===== src/rtl/fpfa_pkg.sv =====
package fpfa_pkg;

  localparam int MAX_PARTS_DEF = 128;
  localparam int AMT_W         = 16;
  localparam int SLOT_W        = 7;
  localparam int TOTAL_W       = 23;
  localparam int MODE_W        = 2;
  localparam int STAT_W        = 2;
  localparam int POL_W         = 2;

  localparam logic [MODE_W-1:0] MODE_APPEND = 2'd0;
  localparam logic [MODE_W-1:0] MODE_ALLOC  = 2'd1;
  localparam logic [MODE_W-1:0] MODE_FREE   = 2'd2;

  localparam logic [STAT_W-1:0] STAT_OK    = 2'd0;
  localparam logic [STAT_W-1:0] STAT_NOFIT = 2'd1;
  localparam logic [STAT_W-1:0] STAT_FULL  = 2'd2;

  localparam logic [POL_W-1:0] FIT_FIRST = 2'd0;
  localparam logic [POL_W-1:0] FIT_BEST  = 2'd1;
  localparam logic [POL_W-1:0] FIT_WORST = 2'd2;

  typedef struct packed {
    logic [MODE_W-1:0] mode;
    logic [AMT_W-1:0]  amount;
  } item_t;

  typedef struct packed {
    logic [STAT_W-1:0]  status;
    logic [SLOT_W-1:0]  slot;
    logic [AMT_W-1:0]   slot_capacity;
    logic [AMT_W-1:0]   leftover;
    logic [AMT_W-1:0]   request_echo;
    logic [TOTAL_W-1:0] sum_capacity;
    logic [TOTAL_W-1:0] sum_occupied;
    logic [TOTAL_W-1:0] sum_fragment;
  } result_t;

  typedef enum logic [1:0] {
    ST_IDLE,
    ST_EXEC,
    ST_SCAN,
    ST_COMMIT
  } state_t;

  typedef struct packed {
    logic load;
    logic scan;
    logic exec;
    logic commit;
  } ctl_cmd_t;

  typedef struct packed {
    logic scan_end;
  } dp_stat_t;

endpackage


===== src/rtl/fpfa_ctrl.sv =====
module fpfa_ctrl (
  input  logic                        clk,
  input  logic                        rst,
  input  logic                        start,
  input  logic [fpfa_pkg::MODE_W-1:0] mode,
  input  fpfa_pkg::dp_stat_t          stat,
  output fpfa_pkg::ctl_cmd_t          cmd,
  output logic                        busy
);

  fpfa_pkg::state_t state, state_next;

  always_ff @(posedge clk) begin
    if (rst) begin
      state <= fpfa_pkg::ST_IDLE;
    end else begin
      state <= state_next;
    end
  end

  always_comb begin
    state_next = state;
    case (state)
      fpfa_pkg::ST_IDLE: begin
        if (start) begin
          state_next = (mode == fpfa_pkg::MODE_ALLOC) ? fpfa_pkg::ST_SCAN
                                                      : fpfa_pkg::ST_EXEC;
        end
      end
      fpfa_pkg::ST_EXEC:   state_next = fpfa_pkg::ST_IDLE;
      fpfa_pkg::ST_SCAN: begin
        // last read data is evaluated in this cycle when the address hits count
        if (stat.scan_end) begin
          state_next = fpfa_pkg::ST_COMMIT;
        end
      end
      fpfa_pkg::ST_COMMIT: state_next = fpfa_pkg::ST_IDLE;
      default:             state_next = fpfa_pkg::ST_IDLE;
    endcase
  end

  always_comb begin
    cmd  = '0;
    busy = 1'b1;
    case (state)
      fpfa_pkg::ST_IDLE: begin
        busy     = 1'b0;
        cmd.load = start;
      end
      fpfa_pkg::ST_EXEC:   cmd.exec = 1'b1;
      fpfa_pkg::ST_SCAN:   cmd.scan = 1'b1;
      fpfa_pkg::ST_COMMIT: cmd.commit = 1'b1;
      default:             busy = 1'b1;
    endcase
  end

endmodule


===== src/rtl/fpfa_dp.sv =====
module fpfa_dp #(
  parameter int MAX_PARTS = fpfa_pkg::MAX_PARTS_DEF
) (
  input  logic                         clk,
  input  logic                         rst,
  input  fpfa_pkg::item_t              item,
  input  logic                         cfg_we,
  input  logic [fpfa_pkg::POL_W-1:0]   cfg_data,
  input  fpfa_pkg::ctl_cmd_t           cmd,
  output fpfa_pkg::dp_stat_t           stat,
  output fpfa_pkg::result_t            result,
  output logic                         done
);

  localparam int AW    = $clog2(MAX_PARTS);
  localparam int CNT_W = $clog2(MAX_PARTS + 1);

  logic [fpfa_pkg::AMT_W-1:0]   part_size [MAX_PARTS];
  logic [MAX_PARTS-1:0]         part_busy;
  logic [CNT_W-1:0]             part_count;
  logic [fpfa_pkg::TOTAL_W-1:0] cap_total, cap_total_next;
  logic [fpfa_pkg::TOTAL_W-1:0] used_total, used_total_next;
  logic [fpfa_pkg::POL_W-1:0]   fit_policy;

  fpfa_pkg::item_t              cur;
  logic [CNT_W-1:0]             scan_addr;
  logic                         rd_v;
  logic [AW-1:0]                rd_idx;
  logic [fpfa_pkg::AMT_W-1:0]   rd_size;
  logic                         rd_busy;
  logic                         best_v;
  logic [AW-1:0]                best_idx;
  logic [fpfa_pkg::AMT_W-1:0]   best_size;

  logic                         scan_end;
  logic                         full;
  logic                         append_ok;
  logic                         take;
  fpfa_pkg::result_t            result_next;

  assign scan_end      = (scan_addr == part_count);
  assign stat.scan_end = scan_end;
  assign full          = (part_count == CNT_W'(MAX_PARTS));
  assign append_ok     = cmd.exec && (cur.mode == fpfa_pkg::MODE_APPEND) && !full;

  // candidate: free and large enough; best/worst replace only on strict improvement
  always_comb begin
    take = 1'b0;
    if (!rd_busy && (rd_size >= cur.amount)) begin
      if (!best_v) begin
        take = 1'b1;
      end else if (fit_policy == fpfa_pkg::FIT_BEST) begin
        take = rd_size < best_size;
      end else if (fit_policy == fpfa_pkg::FIT_WORST) begin
        take = rd_size > best_size;
      end
    end
  end

  always_ff @(posedge clk) begin
    if (append_ok) begin
      part_size[part_count[AW-1:0]] <= cur.amount;
    end
    rd_size <= part_size[scan_addr[AW-1:0]];
  end

  always_comb begin
    cap_total_next  = cap_total;
    used_total_next = used_total;
    result_next               = '0;
    result_next.request_echo  = cur.amount;
    if (cmd.exec) begin
      case (cur.mode)
        fpfa_pkg::MODE_APPEND: begin
          if (full) begin
            result_next.status = fpfa_pkg::STAT_FULL;
          end else begin
            result_next.slot          = fpfa_pkg::SLOT_W'(part_count);
            result_next.slot_capacity = cur.amount;
            cap_total_next = cap_total + fpfa_pkg::TOTAL_W'(cur.amount);
          end
        end
        fpfa_pkg::MODE_FREE: used_total_next = '0;
        default:             result_next.status = fpfa_pkg::STAT_OK;
      endcase
    end
    if (cmd.commit) begin
      if (best_v) begin
        result_next.slot          = fpfa_pkg::SLOT_W'(best_idx);
        result_next.slot_capacity = best_size;
        result_next.leftover      = best_size - cur.amount;
        used_total_next = used_total + fpfa_pkg::TOTAL_W'(cur.amount);
      end else begin
        result_next.status = fpfa_pkg::STAT_NOFIT;
      end
    end
    result_next.sum_capacity = cap_total_next;
    result_next.sum_occupied = used_total_next;
    result_next.sum_fragment = cap_total_next - used_total_next;
  end

  always_ff @(posedge clk) begin
    if (rst) begin
      part_busy  <= '0;
      part_count <= '0;
      cap_total  <= '0;
      used_total <= '0;
      fit_policy <= fpfa_pkg::FIT_FIRST;
      scan_addr  <= '0;
      rd_v       <= 1'b0;
      best_v     <= 1'b0;
      done       <= 1'b0;
    end else begin
      done       <= cmd.exec || cmd.commit;
      cap_total  <= cap_total_next;
      used_total <= used_total_next;
      if (cfg_we) begin
        fit_policy <= cfg_data;
      end
      if (append_ok) begin
        part_count <= part_count + 1'b1;
      end
      if (cmd.exec && (cur.mode == fpfa_pkg::MODE_FREE)) begin
        part_busy <= '0;
      end
      if (cmd.commit && best_v) begin
        part_busy[best_idx] <= 1'b1;
      end
      if (cmd.load) begin
        scan_addr <= '0;
        best_v    <= 1'b0;
        rd_v      <= 1'b0;
      end else begin
        rd_v <= cmd.scan && !scan_end;
        if (cmd.scan && !scan_end) begin
          scan_addr <= scan_addr + 1'b1;
        end
        if (rd_v && take) begin
          best_v <= 1'b1;
        end
      end
    end
  end

  always_ff @(posedge clk) begin
    if (cmd.load) begin
      cur <= item;
    end
    rd_idx  <= scan_addr[AW-1:0];
    rd_busy <= part_busy[scan_addr[AW-1:0]];
    if (rd_v && take) begin
      best_idx  <= rd_idx;
      best_size <= rd_size;
    end
    if (cmd.exec || cmd.commit) begin
      result <= result_next;
    end
  end

endmodule


===== src/rtl/fixed_partition_fit_allocator_top.sv =====
// Fixed-partition allocator with first, best and worst fit.
//
// Command channel: drive item (mode, amount) with start high; the word is
// taken at a rising edge where start is high and busy is low. busy stays
// high until the result is issued. Append, free-all and unused modes pass
// through the EXEC state, then done is registered. An allocate scans the
// partition table one entry per cycle through the size memory read port
// (up to MAX_PARTS entries), then passes COMMIT before done. A new word can
// be accepted in the same cycle that done is high.
// Result channel: result is valid for exactly one cycle with done high;
// the receiver cannot stall, so the result must be taken that cycle.
// Config: cfg_we/cfg_data write fit_policy (0 first, 1 best, 2 worst,
// other codes act as first fit); write only while busy is low and no
// result is pending.
// Reset (rst, synchronous): table empty, all partitions free, totals zero,
// policy first fit. Partition sizes are not cleared; only loaded entries
// are ever evaluated.
module fixed_partition_fit_allocator_top #(
  parameter int MAX_PARTS = fpfa_pkg::MAX_PARTS_DEF
) (
  input  logic                       clk,
  input  logic                       rst,
  input  logic                       start,
  input  fpfa_pkg::item_t            item,
  output logic                       busy,
  input  logic                       cfg_we,
  input  logic [fpfa_pkg::POL_W-1:0] cfg_data,
  output logic                       done,
  output fpfa_pkg::result_t          result
);

  fpfa_pkg::ctl_cmd_t cmd;
  fpfa_pkg::dp_stat_t stat;

  fpfa_ctrl u_ctrl (
    .clk   (clk),
    .rst   (rst),
    .start (start),
    .mode  (item.mode),
    .stat  (stat),
    .cmd   (cmd),
    .busy  (busy)
  );

  fpfa_dp #(
    .MAX_PARTS (MAX_PARTS)
  ) u_dp (
    .clk      (clk),
    .rst      (rst),
    .item     (item),
    .cfg_we   (cfg_we),
    .cfg_data (cfg_data),
    .cmd      (cmd),
    .stat     (stat),
    .result   (result),
    .done     (done)
  );

endmodule


===== config.mk =====
export PLATFORM = sky130hd
export DESIGN_NAME = fixed_partition_fit_allocator_top
export DESIGN_NICKNAME = d
export VERILOG_FILES = /design/src/rtl/fpfa_pkg.sv /design/src/rtl/fpfa_ctrl.sv /design/src/rtl/fpfa_dp.sv /design/src/rtl/fixed_partition_fit_allocator_top.sv
export SDC_FILE = /design/constraint.sdc
export NUM_CORES = 2
export LEC_CHECK = 0
export BUFFER_PORTS_ARGS = -buffer_cell sky130_fd_sc_hd__buf_2
export CAP_MARGIN = 20
export CORE_MARGIN = 4
export CORE_UTILIZATION = 56
export CTS_CLUSTER_DIAMETER = 80
export DETAILED_ROUTE_END_ITERATION = 7
export PLACE_DENSITY_LB_ADDON = 0.3
export SETUP_SLACK_MARGIN = 0.2
export SLEW_MARGIN = 10
export SYNTH_ARGS = -nofsm -noshare
export SYNTH_HDL_FRONTEND = slang
export SYNTH_SLANG_ARGS = --single-unit

===== constraint.sdc =====
create_clock -name clk -period 6.12 [get_ports clk]
set_input_delay 0.612 -clock clk [delete_from_list [all_inputs] [get_ports clk]]
set_output_delay 0.612 -clock clk [all_outputs]
set_load 0.02 [all_outputs]

==> run metrics <==
status finished clean; achievable frequency 0.180 GHz; synthesized flop and latch total 2436; Synth Flop Type edfxtp_1; Clk pin slew, worst setup/hold paths 70 ps; Slowest-stage cell, CP a2111oi_1; Net Sw Power 0.00675 W; register area 0.0710 sq mm; worst-case clock skew 62.5 ps; row count 151; Least-Margin Pin Slew 1150 ps; critical path's most frequent cell a21o_1; Switching Fraction 0.205; FF-to-FF End u_dp.result[19]; All-Layer GR Usage 0.258; Slew HR 0.236; Top-Level Pins 152; post-DP HPWL 134000 um; TritonCTS buffer count 229; Clk pwr share 0.420; initial antenna violation count 9; Worst Reg-to-Reg Cells 19; chip height 422 um; CTS H-tree lvls 4; Synthesized Nets 4830; gpl congestion 0.841; Critical Path Start u_dp.cur[1]; Total Routed Length 229000 um; Hold Crit Depth 3; synth warn 0; worst path bufs/invs 1; final setup TNS 0 ps; DIE WIDTH 422 um; peak supply drop 0.269 mV; RSZ-0062 raised after global routing false; r2r startpoint u_dp.cur[1]; post-CTS setup buffer count 0; crit path DAT 6140 ps; top post-synthesis cells by area edfxtp_1 69%, mux4_2 17%, dfxtp_1 4.6%; number of library cell types mapped by synthesis 59; slowest stage delay, CP 710 ps; combinational share of power 0.025; CP Class flop to flop; DR vias 48755; Pwr Density 305 mW/mm^2; hold path start cfg_we; share of flip-flops with an asynchronous set or reset 0; Post-Syn Area 0.0960 sq mm; delay-heaviest family, CP compound AO/OA/AOI/OAI gates; Seq pwr share 0.555; IO Port Bufs 151; min cycle time layout 5540 ps; met3 WL 21700 um; Met2 Routed Length 110000 um; # nets final 5215; DRC 0; Critical Path End Type flop; top-area cell type share of the netlist area 0.693; Vias per Instance 6.50; final critical-path share of the clock period 0.906; dominant cell type by area after synthesis edfxtp_1; final hold violations 0; HP Class input port to flop; routed length on met1 90600 um; number of global-route vias before repair 48177; Fill cells 11027; Final Max Tran Viols 0; largest net degree at the start of global routing 104; Syn-to-layout area delta 12.6%; post-synthesis sequential area ratio 0.739; P_int 0.0262 W; Mapped Avg Cell Area 20.4 sq um; CORE AREA 0.170 sq mm; hold endpoint u_dp.fit_policy[1]; grt ovf 0; clock latency on the worst-skew pair 880 ps; Top Layer Used met5; Critical Path Start Type flop; Post-Synthesis Cells 4698; Multi-input gate area 0.0238 sq mm; CTS Root Cell clkbuf_16; Max Buffers Root-to-Sink 3; WHS 57.3 ps; Reg2Reg Setup Slack 580 ps; area of the die 0.178 sq mm; Detail Route Antenna Nets 0; Initial Util 0.565; crit-path max FO 53; max cap viols 0; WL/cell 30.5 um; Critical Path RT 6720 ps; clk sink count 2436; DR iter-0 viols 6539; crit-path cells buf_4 -> ha_1 -> a21o_1 -> a21o_1 -> a211oi_1 -> nor2_1 -> a21o_1 -> a21oi_1 -> xor2_1 -> o21ai_0 -> ha_1 -> a21o_1 -> a211o_1 -> nor3b_1 -> a2111oi_0 -> a2111oi_1 -> o21bai_1 -> a21oi_1 -> xnor2_1; # setup viols final 0; TritonCTS clock tree yes; share of cells above drive strength 1 0.274; First-pass DRT Iterations 6; EDFF count, synth 2215; static leakage 34.5 nW; first-pass GRT wire length 336000 um
layout make-up:
class                           instances  share of cell area
Antenna cell                            3           0.0000694
Clock buffer                          306              0.0565
Clock inverter                        121              0.0113
Inverter                               80             0.00278
Multi-Input combinational cell       1936               0.220
Sequential cell                      2436               0.656
Tap cell                             2218              0.0257
Timing Repair Buffer                  400              0.0273
sequential cells by signal, summed over array words and instances (netlist names), 2 cells and up:
name and count:
u_ctrl.state 2, u_dp.used_total 23, u_dp.part_count 8, u_dp.cap_total 23, u_dp.best_idx 7, u_dp.best_size 16
u_dp.scan_addr 8, u_dp.result 126, u_dp.part_size 2048, u_dp.part_busy 128, u_dp.cur 18, u_dp.fit_policy 2
u_dp.rd_size 16, u_dp.rd_idx 7
through the flow:
step | utilization | setup WS (ps) | instances | cell area (sq um) | power (W)
after floorplan | - | 203 | 4698 | 96000 | 0.0192
after global placement | 0.592 | 850 | 7045 | 100000 | 0.0194
after detailed placement | 0.592 | 624 | 7046 | 101000 | 0.0195
after CTS | 0.636 | 577 | 7494 | 108000 | 0.0332
after global routing | 0.637 | 261 | 7497 | 108000 | 0.0340
final | 0.637 | 576 | 7500 | 108000 | 0.0330
worst max path at each step:
stage | endpoint | slack, ps | cells after the start
global route | u_dp.result[19] | 260 | 18
global placement | u_dp.result[21] | 850 | 18
floorplan | u_dp.result[21] | 200 | 17
finish | u_dp.result[19] | 580 | 19
CTS | u_dp.result[19] | 580 | 15
detailed placement | u_dp.result[19] | 620 | 15
cell usage after synthesis (all sizes together), types with 36 or more instances:
| cell type | number |
|---|---|
| edfxtp | 2215 |
| mux4 | 714 |
| nor2 | 368 |
| dfxtp | 221 |
| clkbuf | 159 |
| a22oi | 129 |
| ha | 104 |
| nand2 | 96 |
| buf | 87 |
| inv | 80 |
| a21oi | 56 |
| o21ai | 47 |
| xnor2 | 42 |
| nor2b | 38 |
| xor2 | 37 |
| a21o | 36 |
worst min-delay path, stage by stage:
cell	delay [ps]
buf_2	100
mux2i_1	70
nor2_1	100
cells in the final DEF (no fill, tap or decap), drive strengths merged, types with 6 or more instances in the layout:
cell | Yosys | final
dfxtp | 221 | 221
xor2 | 37 | 37
ha | 104 | 104
mux2 | 19 | 19
bufinv | 0 | 17
inv | 80 | 88
o22ai | 17 | 17
mux2i | 8 | 8
edfxtp | 2215 | 2215
xnor2 | 42 | 42
a31oi | 15 | 15
dlygate4sd3 | 0 | 21
nand2 | 96 | 96
and3 | 11 | 11
and2 | 10 | 10
o21ai | 47 | 47
nand4 | 10 | 10
nor2 | 368 | 368
a21oi | 56 | 56
clkbuf | 159 | 306
o21a | 23 | 23
a21o | 36 | 36
nor2b | 38 | 38
clkinv | 0 | 91
nand2b | 19 | 19
nor3 | 31 | 31
mux4 | 714 | 714
nor4 | 6 | 6
a211oi | 6 | 6
nand3 | 24 | 24
a22oi | 129 | 129
a211o | 6 | 6
buf | 87 | 379
what timing repair did:
item | 4_1_cts | 5_1_grt
gates resized for setup | 0 | 0
endpoints found under the hold margin | 20 | 0
setup endpoints to repair | 0 | 0
hold buffers | 21 | 0
logic make-up after synthesis:
| family | count (synthesis) | synth area share |
|---|---|---|
| DFF | 2436 | 0.739 |
| muxes | 741 | 0.171 |
| and+or+nand+nor | 631 | 0.0285 |
| AOI/OAI and AO/OA | 377 | 0.0269 |
| buffers and inverters | 326 | 0.0136 |
| adders and majority gates | 108 | 0.0144 |
| xor gates and xnor gates | 79 | 0.00721 |
metal layers:
metal / vias up / global-route usage
li1: 20079 / -
met1: 25589 / 0.378
met2: 2738 / 0.405
met3: 347 / 0.0483
met4: 2 / 0.0767
met5: - / 0
power groups by stage:
| stage | clock [W] | combinational (W) | sequential, W |
|---|---|---|---|
| floorplan | 0 | 0.000286 | 0.0189 |
| global placement | 0 | 0.000775 | 0.0186 |
| detailed placement | 0 | 0.000807 | 0.0187 |
| CTS | 0.0140 | 0.000821 | 0.0183 |
| global route | 0.0148 | 0.000891 | 0.0183 |
| finish | 0.0139 | 0.000825 | 0.0183 |
(Power assumes the default switching activity.)
